$ cat config.mk
export PLATFORM = sky130hd
export DESIGN_NAME = multi_class_urgent_deque_core
export DESIGN_NICKNAME = d
export VERILOG_FILES = /design/src/rtl/mcud_pkg.sv /design/src/rtl/mcud_ram.sv /design/src/rtl/mcud_cell.sv /design/src/rtl/multi_class_urgent_deque_core.sv
export SDC_FILE = /design/constraint.sdc
export NUM_CORES = 2
export LEC_CHECK = 0
export ABC_AREA = 0
export BUFFER_PORTS_ARGS = -buffer_cell sky130_fd_sc_hd__buf_4
export CAP_MARGIN = 20
export CORE_ASPECT_RATIO = 1.1
export CORE_MARGIN = 2
export CORE_UTILIZATION = 45
export DETAILED_ROUTE_END_ITERATION = 6
export PLACE_DENSITY = 0.58
export SYNTH_ARGS = -nofsm -noshare
export SYNTH_HDL_FRONTEND = slang
export SYNTH_MEMORY_MAX_BITS = 65536
export SYNTH_SLANG_ARGS = --single-unit
$ cat constraint.sdc
create_clock -name clk_i -period 9.1 [get_ports clk_i]
set_input_delay 0.91 -clock clk_i [delete_from_list [all_inputs] [get_ports clk_i]]
set_output_delay 0.91 -clock clk_i [all_outputs]
set_load 0.02 [all_outputs]
$ cat src/rtl/mcud_pkg.sv
// Shared widths, codes and cell control types for the urgent deque block.
package mcud_pkg;

  // Defaults for the top-level parameters
  localparam int unsigned NUM_QUEUES_DEF  = 32;
  localparam int unsigned QUEUE_DEPTH_DEF = 8;
  localparam int unsigned TAG_BITS_DEF    = 16;

  // Fixed port field widths
  localparam int unsigned CMD_W    = 1;
  localparam int unsigned QSEL_W   = 5;
  localparam int unsigned TAG_W    = 16;
  localparam int unsigned STATUS_W = 2;
  localparam int unsigned OCC_W    = 4;
  localparam int unsigned MW_W     = 4;

  localparam logic [MW_W-1:0] RESET_MAX_WAITING = MW_W'(5);

  // Commands
  localparam logic [CMD_W-1:0] CMD_ADD  = 1'b0;
  localparam logic [CMD_W-1:0] CMD_TAKE = 1'b1;

  // Result status codes
  localparam logic [STATUS_W-1:0] ST_ADDED = 2'd0;
  localparam logic [STATUS_W-1:0] ST_FULL  = 2'd1;
  localparam logic [STATUS_W-1:0] ST_TAKEN = 2'd2;
  localparam logic [STATUS_W-1:0] ST_EMPTY = 2'd3;

  // How the slot cells move data on a write cycle
  typedef enum logic [1:0] {
    MODE_PUSH_FRONT,
    MODE_PUSH_BACK,
    MODE_POP_FRONT
  } shift_mode_e;

  typedef struct packed {
    logic        we;
    shift_mode_e mode;
  } cell_ctrl_t;

endpackage

$ cat src/rtl/mcud_ram.sv
// Generic single-write, single-read RAM with registered read data.
module mcud_ram #(
  parameter int unsigned WIDTH = 8,
  parameter int unsigned DEPTH = 32,
  localparam int unsigned AW = (DEPTH > 1) ? $clog2(DEPTH) : 1
) (
  input  logic             clk_i,
  input  logic             we_i,
  input  logic [AW-1:0]    waddr_i,
  input  logic [WIDTH-1:0] wdata_i,
  input  logic             re_i,
  input  logic [AW-1:0]    raddr_i,
  output logic [WIDTH-1:0] rdata_o
);

  logic [WIDTH-1:0] mem_q [DEPTH];
  logic [WIDTH-1:0] rdata_q;

  always_ff @(posedge clk_i) begin
    if (we_i) begin
      mem_q[waddr_i] <= wdata_i;
    end
    if (re_i) begin
      rdata_q <= mem_q[raddr_i];
    end
  end

  assign rdata_o = rdata_q;

endmodule

$ cat src/rtl/mcud_cell.sv
// One slot cell: holds slot IDX of every queue and shifts with its neighbors.
module mcud_cell
  import mcud_pkg::*;
#(
  parameter int unsigned NUM_QUEUES = NUM_QUEUES_DEF,
  parameter int unsigned EW         = TAG_BITS_DEF + 1,
  parameter int unsigned CW         = 4,
  parameter int unsigned IDX        = 0,
  localparam int unsigned QW = (NUM_QUEUES > 1) ? $clog2(NUM_QUEUES) : 1
) (
  input  logic          clk_i,
  input  logic          rd_en_i,
  input  logic [QW-1:0] rd_addr_i,
  input  logic [QW-1:0] wr_addr_i,
  input  cell_ctrl_t    ctrl_i,
  input  logic [CW-1:0] count_i,
  input  logic [EW-1:0] left_i,   // slot IDX-1 of the addressed queue (new entry at slot 0)
  input  logic [EW-1:0] right_i,  // slot IDX+1 of the addressed queue (own slot at the last cell)
  input  logic [EW-1:0] new_i,
  output logic [EW-1:0] data_o
);

  logic          we;
  logic [EW-1:0] wdata;

  always_comb begin
    we    = 1'b0;
    wdata = left_i;
    unique case (ctrl_i.mode)
      MODE_PUSH_FRONT: begin
        we    = ctrl_i.we;
        wdata = left_i;
      end
      MODE_PUSH_BACK: begin
        we    = ctrl_i.we && (count_i == CW'(IDX));
        wdata = new_i;
      end
      MODE_POP_FRONT: begin
        we    = ctrl_i.we;
        wdata = right_i;
      end
      default: begin
        we    = 1'b0;
        wdata = left_i;
      end
    endcase
  end

  mcud_ram #(
    .WIDTH (EW),
    .DEPTH (NUM_QUEUES)
  ) u_slot_ram (
    .clk_i   (clk_i),
    .we_i    (we),
    .waddr_i (wr_addr_i),
    .wdata_i (wdata),
    .re_i    (rd_en_i),
    .raddr_i (rd_addr_i),
    .rdata_o (data_o)
  );

endmodule

$ cat src/rtl/multi_class_urgent_deque_core.sv
// Top level: NUM_QUEUES bounded deques with urgent front insert, built as a row of slot cells.
//
// Usage:
//   Commands enter on the in_* channel (valid/ready). An add places entry_tag
//   at the back of queue queue_sel, or at the front when urgent is set; it is
//   refused with status "full" once the queue holds min(max_waiting,
//   QUEUE_DEPTH) entries. A take pops the front entry or reports "empty".
//   Every command yields exactly one result transfer on the out_* channel with
//   the queue's occupancy after the operation. Out-of-range queue indices
//   change nothing and answer full/empty with occupancy 0.
// Timing:
//   Transfer cycle reads the count RAM and every slot cell RAM at queue_sel.
//   Next cycle computes the result; on commit it shifts the cells (one write
//   per cell RAM) and loads the output register. A new command is taken only
//   after the previous one commits, set by the registered RAM read followed
//   by the shift write of the same queue.
// Stall: while a result waits, the next command is still taken and read; it
//   holds in the execute state until the output register frees.
// Reset: all queues read empty (per-queue valid bits, no clearing pass);
//   max_waiting returns to 5. max_waiting is written via cfg_we_i/cfg_wdata_i.
module multi_class_urgent_deque_core
  import mcud_pkg::*;
#(
  parameter int unsigned NUM_QUEUES  = NUM_QUEUES_DEF,
  parameter int unsigned QUEUE_DEPTH = QUEUE_DEPTH_DEF,
  parameter int unsigned TAG_BITS    = TAG_BITS_DEF
) (
  input  logic                clk_i,
  input  logic                rst_ni,
  // configuration
  input  logic                cfg_we_i,
  input  logic [MW_W-1:0]     cfg_wdata_i,
  // command channel
  input  logic                in_valid_i,
  output logic                in_ready_o,
  input  logic [CMD_W-1:0]    cmd_i,
  input  logic [QSEL_W-1:0]   queue_sel_i,
  input  logic [TAG_W-1:0]    entry_tag_i,
  input  logic                urgent_i,
  // result channel
  output logic                out_valid_o,
  input  logic                out_ready_i,
  output logic [STATUS_W-1:0] status_o,
  output logic [TAG_W-1:0]    taken_tag_o,
  output logic                taken_urgent_o,
  output logic [OCC_W-1:0]    occupancy_o
);

  localparam int unsigned QW    = (NUM_QUEUES > 1) ? $clog2(NUM_QUEUES) : 1;
  localparam int unsigned EXT_W = ((QW > QSEL_W) ? QW : QSEL_W) + 1;
  localparam int unsigned CW    = $clog2(QUEUE_DEPTH + 1);
  localparam int unsigned CMP_W = (CW > MW_W) ? CW : MW_W;
  localparam int unsigned EW    = TAG_BITS + 1;   // {urgent, tag}

  // sequencer states
  localparam logic S_IDLE = 1'b0;
  localparam logic S_EXEC = 1'b1;

  logic state_q, state_d;
  logic accept, commit;

  // captured command
  logic [CMD_W-1:0]    cmd_q;
  logic [QW-1:0]       addr_q;
  logic                in_range_q;
  logic [TAG_BITS-1:0] tag_q;
  logic                urg_q;

  logic [EXT_W-1:0] sel_ext;
  logic [QW-1:0]    sel_addr;
  logic             sel_in_range;

  // config
  logic [MW_W-1:0] max_waiting_q;

  // per-queue count storage
  logic [NUM_QUEUES-1:0] cnt_vld_q, cnt_vld_d;
  logic [CW-1:0]         cnt_rdata, n_cur, n_new;
  logic                  cnt_we;

  // cell row
  cell_ctrl_t    cell_ctrl;
  logic [EW-1:0] new_entry;
  logic [EW-1:0] cell_data [QUEUE_DEPTH];

  // capacity check
  logic [CMP_W-1:0] mw_ext, depth_c, cap;
  logic             full;

  // result register
  logic                out_valid_q, out_valid_d;
  logic [STATUS_W-1:0] status_q, status_d;
  logic [TAG_BITS-1:0] ttag_q, ttag_d;
  logic                turg_q, turg_d;
  logic [CW-1:0]       occ_q;

  assign in_ready_o = (state_q == S_IDLE);
  assign accept     = in_valid_i && in_ready_o;
  assign commit     = (state_q == S_EXEC) && (!out_valid_q || out_ready_i);

  assign sel_ext      = EXT_W'(queue_sel_i);
  assign sel_addr     = sel_ext[QW-1:0];
  assign sel_in_range = sel_ext < EXT_W'(NUM_QUEUES);

  always_comb begin
    state_d = state_q;
    unique case (state_q)
      S_IDLE:  if (accept) state_d = S_EXEC;
      S_EXEC:  if (commit) state_d = S_IDLE;
      default: state_d = S_IDLE;
    endcase
  end

  always_ff @(posedge clk_i or negedge rst_ni) begin
    if (!rst_ni) begin
      state_q       <= S_IDLE;
      max_waiting_q <= RESET_MAX_WAITING;
      cnt_vld_q     <= '0;
      out_valid_q   <= 1'b0;
    end else begin
      state_q     <= state_d;
      cnt_vld_q   <= cnt_vld_d;
      out_valid_q <= out_valid_d;
      if (cfg_we_i) begin
        max_waiting_q <= cfg_wdata_i;
      end
    end
  end

  always_ff @(posedge clk_i) begin
    if (accept) begin
      cmd_q      <= cmd_i;
      addr_q     <= sel_addr;
      in_range_q <= sel_in_range;
      tag_q      <= TAG_BITS'(entry_tag_i);
      urg_q      <= urgent_i;
    end
    if (commit) begin
      status_q <= status_d;
      ttag_q   <= ttag_d;
      turg_q   <= turg_d;
      occ_q    <= n_new;
    end
  end

  // count RAM; a queue never written reads as empty
  mcud_ram #(
    .WIDTH (CW),
    .DEPTH (NUM_QUEUES)
  ) u_count_ram (
    .clk_i   (clk_i),
    .we_i    (cnt_we),
    .waddr_i (addr_q),
    .wdata_i (n_new),
    .re_i    (accept),
    .raddr_i (sel_addr),
    .rdata_o (cnt_rdata)
  );

  assign n_cur = cnt_vld_q[addr_q] ? cnt_rdata : '0;

  always_comb begin
    cnt_vld_d = cnt_vld_q;
    if (cnt_we) begin
      cnt_vld_d[addr_q] = 1'b1;
    end
  end

  assign mw_ext  = CMP_W'(max_waiting_q);
  assign depth_c = CMP_W'(QUEUE_DEPTH);
  assign cap     = (mw_ext < depth_c) ? mw_ext : depth_c;
  assign full    = CMP_W'(n_cur) >= cap;

  assign new_entry = {urg_q, tag_q};

  // command decode and result
  always_comb begin
    status_d       = ST_FULL;
    ttag_d         = '0;
    turg_d         = 1'b0;
    n_new          = n_cur;
    cnt_we         = 1'b0;
    cell_ctrl.we   = 1'b0;
    cell_ctrl.mode = MODE_PUSH_BACK;
    priority if (!in_range_q) begin
      status_d = (cmd_q == CMD_TAKE) ? ST_EMPTY : ST_FULL;
      n_new    = '0;
    end else if (cmd_q == CMD_ADD) begin
      if (full) begin
        status_d = ST_FULL;
      end else begin
        status_d       = ST_ADDED;
        n_new          = n_cur + CW'(1);
        cnt_we         = commit;
        cell_ctrl.we   = commit;
        cell_ctrl.mode = urg_q ? MODE_PUSH_FRONT : MODE_PUSH_BACK;
      end
    end else begin
      if (n_cur == '0) begin
        status_d = ST_EMPTY;
      end else begin
        status_d       = ST_TAKEN;
        ttag_d         = cell_data[0][TAG_BITS-1:0];
        turg_d         = cell_data[0][TAG_BITS];
        n_new          = n_cur - CW'(1);
        cnt_we         = commit;
        cell_ctrl.we   = commit;
        cell_ctrl.mode = MODE_POP_FRONT;
      end
    end
  end

  // row of slot cells; cell k holds slot k of every queue
  for (genvar k = 0; k < QUEUE_DEPTH; k++) begin : g_cell
    logic [EW-1:0] left_data, right_data;
    if (k == 0) begin : g_first
      assign left_data = new_entry;
    end else begin : g_mid_l
      assign left_data = cell_data[k-1];
    end
    if (k == QUEUE_DEPTH - 1) begin : g_last
      assign right_data = cell_data[k];
    end else begin : g_mid_r
      assign right_data = cell_data[k+1];
    end

    mcud_cell #(
      .NUM_QUEUES (NUM_QUEUES),
      .EW         (EW),
      .CW         (CW),
      .IDX        (k)
    ) u_cell (
      .clk_i     (clk_i),
      .rd_en_i   (accept),
      .rd_addr_i (sel_addr),
      .wr_addr_i (addr_q),
      .ctrl_i    (cell_ctrl),
      .count_i   (n_cur),
      .left_i    (left_data),
      .right_i   (right_data),
      .new_i     (new_entry),
      .data_o    (cell_data[k])
    );
  end

  // output register: load on commit, drop on transfer
  always_comb begin
    out_valid_d = out_valid_q;
    priority if (commit) begin
      out_valid_d = 1'b1;
    end else if (out_ready_i) begin
      out_valid_d = 1'b0;
    end
  end

  assign out_valid_o    = out_valid_q;
  assign status_o       = status_q;
  assign taken_tag_o    = TAG_W'(ttag_q);
  assign taken_urgent_o = turg_q;
  assign occupancy_o    = OCC_W'(occ_q);

  // checks
  a_accept_to_exec: assert property (@(posedge clk_i) disable iff (!rst_ni)
    accept |=> (state_q == S_EXEC))
    else $error("command transfer did not start execution");

  a_commit_loads_out: assert property (@(posedge clk_i) disable iff (!rst_ni)
    commit |=> out_valid_o)
    else $error("commit did not present a result");

  a_stall_holds_exec: assert property (@(posedge clk_i) disable iff (!rst_ni)
    (state_q == S_EXEC && out_valid_q && !out_ready_i) |=> (state_q == S_EXEC))
    else $error("command left execution while output was blocked");

  a_no_write_out_of_range: assert property (@(posedge clk_i) disable iff (!rst_ni)
    (state_q == S_EXEC && !in_range_q) |-> (!cnt_we && !cell_ctrl.we))
    else $error("out-of-range queue modified state");

  a_count_bounded: assert property (@(posedge clk_i) disable iff (!rst_ni)
    cnt_we |-> (CMP_W'(n_new) <= depth_c))
    else $error("queue count above depth");

endmodule

* Yosys cells after proc, flatten, opt, wreduce, memory -nomap -nowiden
Memories as Yosys holds them, arrays and structs flattened. A register that Yosys moved wholly into a read port is not among the register bits.
Index checks and enable logic that the tools add are counted.
** Storage, ports and cells
- Bits in registers :: 85
- Bits of input ports :: 32
- Memories kept :: 9
- Output and inout port bits :: 25
- Memory bits (writable) :: 4480
- Word-level logic and storage cells :: 123
** Operators by class
- Reduce and logical (&&, ||, !) cells :: 18
- Bitwise operators :: 4
- Add/sub/neg operators :: 2
- Mux-type cells :: 63
- Equal/unequal tests :: 9
- Order comparisons :: 5
** Memories
- g_cell[0].u_cell.u_slot_ram.mem_q :: words 32, width 17, rd ports 1, clocked after memory_dff 1, wr ports 1, RTL line mcud_ram.sv:16 : logic [WIDTH-1:0] mem_q [DEPTH];
- g_cell[1].u_cell.u_slot_ram.mem_q :: words 32, width 17, rd ports 1, clocked after memory_dff 1, wr ports 1, RTL line mcud_ram.sv:16
- g_cell[2].u_cell.u_slot_ram.mem_q :: words 32, width 17, rd ports 1, clocked after memory_dff 1, wr ports 1, RTL line mcud_ram.sv:16
- g_cell[3].u_cell.u_slot_ram.mem_q :: words 32, width 17, rd ports 1, clocked after memory_dff 1, wr ports 1, RTL line mcud_ram.sv:16
- g_cell[4].u_cell.u_slot_ram.mem_q :: words 32, width 17, rd ports 1, clocked after memory_dff 1, wr ports 1, RTL line mcud_ram.sv:16
- g_cell[5].u_cell.u_slot_ram.mem_q :: words 32, width 17, rd ports 1, clocked after memory_dff 1, wr ports 1, RTL line mcud_ram.sv:16
- +3 memories
** Operators with widths (count)
- 17-bit one-hot mux with 2 select lines :: 7
- 32-bit bitwise OR :: 1
- 1-bit 2-to-1 mux :: 31
- 4-bit 2-to-1 mux :: 6
- 1-bit one-hot mux with 2 select lines :: 9
- 17-bit 2-to-1 mux :: 1
- 4-bit by 3-bit equality test with 1-bit output, second input constant :: 4
- 5-bit by 6-bit < comparator with 1-bit output, second input constant :: 2
- 3-bit 2-to-1 mux :: 4
- 1-bit logical AND :: 11
- 4-bit by 2-bit equality test with 1-bit output, second input constant :: 2
- 2-bit 2-to-1 mux :: 3
- 1-bit binary-select mux with 5-bit select :: 1
- 1-bit demux with 5-bit select :: 1
- 5-bit by 1-bit >= comparator with 1-bit output, second input constant :: 1
- 4-bit by 1-bit adder with 4-bit output, second input constant :: 1
- 4-bit by 1-bit equality test with 1-bit output, second input constant :: 1
- 4-bit >= comparator :: 1
- 4-bit zero test :: 1
- 4-bit < comparator, second input constant :: 1
- 4-bit by 1-bit subtractor with 4-bit output, second input constant :: 1
- 1-bit inverter :: 3
- 3-bit OR reduction :: 1
- 2-bit by 1-bit equality test with 1-bit output, second input constant :: 1
- other kinds (6) :: 6

* Depth between registers and ports, before layout
- Depth in word-level cells :: 12
- Mapped depth :: 19
- Depth with buffers taken out :: 14

* Cells and area by module
From an unflattened synthesis, not the netlist that was laid out.
** Second synthesis, totals
- Cell total of the unflattened synthesis :: 10750
- Area, all modules :: 187755.1 µm²
** Modules (own cells, without submodules)
- mcud_ram (g_cell[0].u_cell.u_slot_ram ...) :: times used 8, area each 21907.3 µm², seq. area each 16846.2 µm², cells an instance 1212
- mcud_ram (u_count_ram) :: times used 1, area each 5178.7 µm², seq. area each 3963.8 µm², cells an instance 231
- multi_class_urgent_deque_core :: times used 1, area each 3594.7 µm², seq. area each 2334.7 µm², cells an instance 263
- mcud_cell (g_cell[1].u_cell ...) :: times used 3, area each 422.9 µm², seq. area each 0.0 µm², cells an instance 70
- mcud_cell (g_cell[5].u_cell ...) :: times used 2, area each 541.8 µm², seq. area each 0.0 µm², cells an instance 70
- mcud_cell (g_cell[7].u_cell) :: times used 1, area each 529.3 µm², seq. area each 0.0 µm², cells an instance 70
- mcud_cell (g_cell[0].u_cell) :: times used 1, area each 421.7 µm², seq. area each 0.0 µm², cells an instance 70
- mcud_cell (g_cell[3].u_cell) :: times used 1, area each 420.4 µm², seq. area each 0.0 µm², cells an instance 70

* Worst setup path before layout
Ideal clock, no wire load.
- Kind :: input -> register
- Start point :: input in_valid_i
- End point :: register state_q
- Buffers on the path :: 0
- Data required time :: 8.978 ns
- Data arrival time :: 8.615 ns
- Setup time :: 0.122 ns
- Slack :: 0.364 ns
- Stages on the path :: 2
- Cell sequence :: nor2b_1 o21bai_1
** Between the ends
- Longest elaborated chain between the ends :: 3
** RTL lines
- start: declaration :: RTL line multi_class_urgent_deque_core.sv:34 : input logic in_valid_i,
- 1-bit logical AND :: RTL line multi_class_urgent_deque_core.sv:98 : assign accept = in_valid_i && in_ready_o;
- 1-bit 2-to-1 mux :: RTL line multi_class_urgent_deque_core.sv:108 : S_IDLE: if (accept) state_d = S_EXEC;
- 1-bit one-hot mux with 2 select lines :: RTL line multi_class_urgent_deque_core.sv:107 : unique case (state_q)
- named net state_d :: RTL line multi_class_urgent_deque_core.sv:59 : logic state_q, state_d;
- end signal: assignment :: RTL line multi_class_urgent_deque_core.sv:121 : state_q <= state_d;
- end: declaration :: RTL line multi_class_urgent_deque_core.sv:59
The timed path passes the listed nets, and every way through them passes these cells.
A chain may end at the register's enable or synchronous reset.

* Final worst setup path
- Start point :: register addr_q[1]
- End point :: memory g_cell[6].u_cell.u_slot_ram.mem_q[24][4] (netlist name) (enable)
** Between the ends
- Longest elaborated chain between the ends :: 12
- Elaborated cells on any way between the ends :: 18
- Classes of those cells :: order compare (1); eq/ne (3); mux (10); reduce/logical (4)
** RTL lines
- start: declaration :: RTL line multi_class_urgent_deque_core.sv:64 : logic [QW-1:0] addr_q;
- start signal: assignment :: RTL line multi_class_urgent_deque_core.sv:133 : addr_q <= sel_addr;
- 1-bit binary-select mux with 5-bit select :: RTL line multi_class_urgent_deque_core.sv:160 : assign n_cur = cnt_vld_q[addr_q] ? cnt_rdata : '0;
- 1-bit 2-to-1 mux (implied by the code) :: RTL line multi_class_urgent_deque_core.sv:160
- 4-bit 2-to-1 mux :: RTL line multi_class_urgent_deque_core.sv:160
- 4-bit >= comparator or 4-bit zero test (tied branches) :: RTL line multi_class_urgent_deque_core.sv:172, multi_class_urgent_deque_core.sv:199
- 3-bit 2-to-1 mux (on tied branches) :: RTL line multi_class_urgent_deque_core.sv:189, multi_class_urgent_deque_core.sv:199
- 3-bit 2-to-1 mux :: RTL line multi_class_urgent_deque_core.sv:188 : end else if (cmd_q == CMD_ADD) begin
- 3-bit 2-to-1 mux :: RTL line multi_class_urgent_deque_core.sv:185 : priority if (!in_range_q) begin
- 2-bit equality test or 2-bit zero test (tied branches) :: RTL line mcud_cell.sv:29 : unique case (ctrl_i.mode)
- 2-bit OR reduction (no source line)
- 1-bit one-hot mux with 2 select lines :: RTL line mcud_cell.sv:29
- 1-bit 2-to-1 mux :: RTL line mcud_ram.sv:20 : if (we_i) begin
- 1-bit 2-to-1 mux (implied by the code) :: RTL line mcud_ram.sv:21 : mem_q[waddr_i] <= wdata_i;
- end: declaration :: RTL line mcud_ram.sv:16
Parallel ways exist; a longest one is shown, timed or not. The select of a mux whose other input is x is not followed.

==> key figures <==
Synth
  – Yosys cell types: a little over 50
  – Mux contribution to synthesized area: 18.4%
  – Top FF cell, synth: edfxtp_1
  – Largest family of logic cells by synthesized area: multiplexers
  – Synthesis Warnings: 0
  – Synth Area in Compound Gates: 0.699%
  – Mapped Cells: roughly 7400
  – Post-synth EDFFs: about 4700
  – Asr flop ratio synth: 0.808%
  – Sequential area share after synthesis: 78.0%
  – Number of synthesized register bits: between 4000 and 5000
  – Synth Area in Simple Gates: 1.84%
  – Cell Area, Synth: 181000 sq um
  – Avg Cell Area, Syn: 24.3 sq um
  – Post-synth net total: 7474
  – Xor-xnor portion of the synthesized cell area: less than 1%
  – Adder-Cell Fraction of Synth Area: less than 1%

Clock network
  – CTS Root Buffer Type: clkbuf_16
  – Post-CTS sizing: 0
  – Clock Path Buffers: 4
  – H-tree levels: 5
  – CTS sink count: 4704
  – Clock insertion delay at the later pin of the skew report: 1030 ps
  – Num CTS Buffers: 463
  – Post-CTS setup buffers: 0
  – Clk slew on worst S/H paths: roughly 60 ps
  – CTS tree: built
  – Hold buffer count at CTS: 11

Worst hold path
  – Worst Hold Class: in2reg

Cells and area
  – # fillers: a little over 30000
  – Net count, final: approximately 8000
  – Area Growth Syn to Fin: 14.5%
  – Finished Core Util: 51.6%
  – Design Area, Final: 207000 sq um
  – Fraction of layout cells with a size suffix above 1: 37.4%
  – Non-filler cells, final: 13651

STA
  – Final Hold Fails: 0
  – Final setup fails: 0
  – Maximum clock frequency: 0.137 GHz
  – Worst slew pin tran: between 1000 and 1500 ps
  – Worst Clk Skew: about 87 ps
  – Min cycle time layout: roughly 7300 ps
  – RSZ-0062 raised after global routing: no
  – Part of the cycle the worst path needs: 79.9%
  – Setup TNS: 0 ps
  – Rel. slew slack: 21.6%
  – Slew Viols, Final: 0

Die
  – Die area: 407000 sq um
  – Core Region: approximately 400000 sq um
  – Initial core utilization: 45.1%
  – Die H: approximately 670 um
  – I/O pin total: 57
  – Row cnt: 244
  – Die width: 609 um

Place
  – PortBufs: 56
  – Dpl cells: 12708
  – Global placement routability congestion: 0.934
  – DP Area: 191000 sq um
  – Final HPWL DP: 293000 um

Global route
  – Number of global-route vias before repair: 83215
  – Total grt overflow: 0
  – Initial antenna violation count: 38
  – Total Routing Usage GR: 23.1%
  – First-pass GRT wire length: 661000 um
  – Largest net degree at the start of global routing: between 100 and 150

Routing
  – Total wire length: 473000 um
  – ANT nets after route: 0
  – DRC violations left: 0
  – WL/cell: 34.6 um
  – First-pass detailed-route iteration total: 6
  – Via count: approximately 83000
  – Via/cell ratio: 6.08
  – Iteration-0 DRC Markers: 10596

Worst setup path
  – CP endpoint kind: register
  – Critical path type: reg2reg
  – Crit path max fanout: 35
  – Crit path max-delay family: simple AND/OR/NAND/NOR gates
  – Max stage delay on crit path: ~1100 ps
  – CP Data Required Time: 9700 ps
  – WP data arrival: 7870 ps
  – Critical path launch point type: register
  – Worst path slowest cell: edfxtp_1
  – Critical path, cell by cell: mux2i_1 -> o221ai_1 -> a22oi_1 -> nand2_2 -> and2_1 -> inv_1 -> ha_1 -> nand2b_1 -> a21o_1 -> a21o_1 -> a211oi_2 -> a211oi_4 -> buf_4 -> nor3_4 -> buf_8 -> buf_4 -> nor2b_2
  – Crit path buf inv count: 4

Pwr
  – Pwr Total: between 40 and 50 mW
  – Pwr Density: 235 nW/um^2
  – Lkg Pwr: 64.1 nW
  – Worst VDD drop: between 150 and 200 uV

Run
  – Max cap viols: 0

Status
  – Status: finished, final reports clean
==> placed cells by master, fill, tap and decap left out, types with 10 or more instances in the layout <==
cell type / n
dlygate4sd3_1: 11
buf_12: 26
buf_16: 28
nor3_2: 45
clkinv_16: 10
nor3_4: 32
mux2i_1: 16
nor2_4: 14
edfxtp_1: 4666
mux2_2: 143
o22ai_1: 82
buf_4: 338
nor2_1: 22
mux4_2: 1400
a221o_1: 20
clkbuf_1: 103
buf_8: 68
or2_2: 35
diode_2: 29
clkinv_1: 94
a31oi_2: 10
bufinv_16: 42
nand2_1: 70
nor2b_2: 224
clkbuf_16: 466
and2_1: 22
dfrtp_1: 36
nor2_2: 68
inv_6: 15
clkinv_2: 77
clkinvlp_4: 14
==> synth_stat cells, types with 7 or more instances <==
master    count  area (sq um)
clkbuf_1    248           931
nor3_4       10           163
o221ai_1      8          70.1
edfxtp_1   4666        140000
a31oi_1      10          62.6
and2_1       23           144
nand3_1       7          35.0
mux2_2      143          1610
inv_1        10          37.5
or2_2        35           219
nand2_1      71           267
nor3_1       37           185
ha_1          9           113
nor2_1      104           390
buf_2       113           566
mux4_2     1400         31500
nor3_2       32           320
nor2b_1     226          1410
dfrtp_1      36           901
mux2i_1      16           160
buf_4         8          60.1
o22ai_1      83           519
buf_1        35           131
a221o_1      25           250
==> report_power, final <==
group          switching [mW]  leakage [nW]  internal (mW)
Sequential              0.241          42.6           25.3
Combinational            3.17          14.4           1.26
Clock                    8.14          7.20           10.6
Total                    11.5          64.1           37.2
==> through the flow <==
step | worst slack [ps] | hold slack [ps]
after floorplan | 364 | 439
after global placement | 1780 | 454
after detailed placement | 2090 | 454
after CTS | 1990 | 0.491
after global routing | 1710 | 50.3
final | 1830 | 81.3
==> layout make-up <==
cell class	count	area [sq um]	area share, %
Tap cell	5289	6620	3.20
Clock buffer	576	12100	5.86
Antenna cell	29	72.6	0.0351
Inverter	10	37.5	0.0181
Sequential cell	4704	141000	68.1
Timing Repair Buffer	474	5010	2.42
Multi-Input combinational cell	2307	39400	19.0
Clock inverter	262	2670	1.29
==> layer usage <==
layer	wire length [um]	track usage [%]	vias to the layer above
li1	-	-	33124
met1	187000	31.5	45628
met2	231000	37.6	3573
met3	39100	5.03	650
met4	15700	7.19	14
met5	83	0.0117	-
==> path summary, 6_finish.rpt <==
check,slack [ps],end,start,depth (start not counted)
min in group asynchronous,540,out_valid_o,rst_ni,2
max reg2reg,1830,g_cell[6].u_cell.u_slot_ram.mem_q[24][4],addr_q[1],17
min reg2reg,470,cnt_vld_q[16],cnt_vld_q[16],1
min,80,tag_q[3],entry_tag_i[3],1
max,1830,g_cell[6].u_cell.u_slot_ram.mem_q[24][4],addr_q[1],17
max in group asynchronous,7990,max_waiting_q[3],rst_ni,2
==> kinds of logic after synthesis <==
group | after synthesis
muxes | 1559
adders and majority gates | 9
DFF | 4704
AOI/OAI and AO/OA | 163
buffers and inverters | 422
and+or+nand+nor | 573
xor gates and xnor gates | 3
==> sequential cells by signal, summed over array words and instances, names as in the netlist, 2 cells and up <==
| register | flops |
|---|---|
| max_waiting_q | 4 |
| u_count_ram.rdata_o | 4 |
| u_count_ram.mem_q | 128 |
| g_cell.u_cell.u_slot_ram.mem_q | 4352 |
| addr_q | 5 |
| tag_q | 16 |
| status_o | 2 |
| g_cell.u_cell.u_slot_ram.rdata_o | 136 |
| occupancy_o | 4 |
| taken_tag_o | 16 |
| cnt_vld_q | 32 |
(Power assumes the default switching activity.)
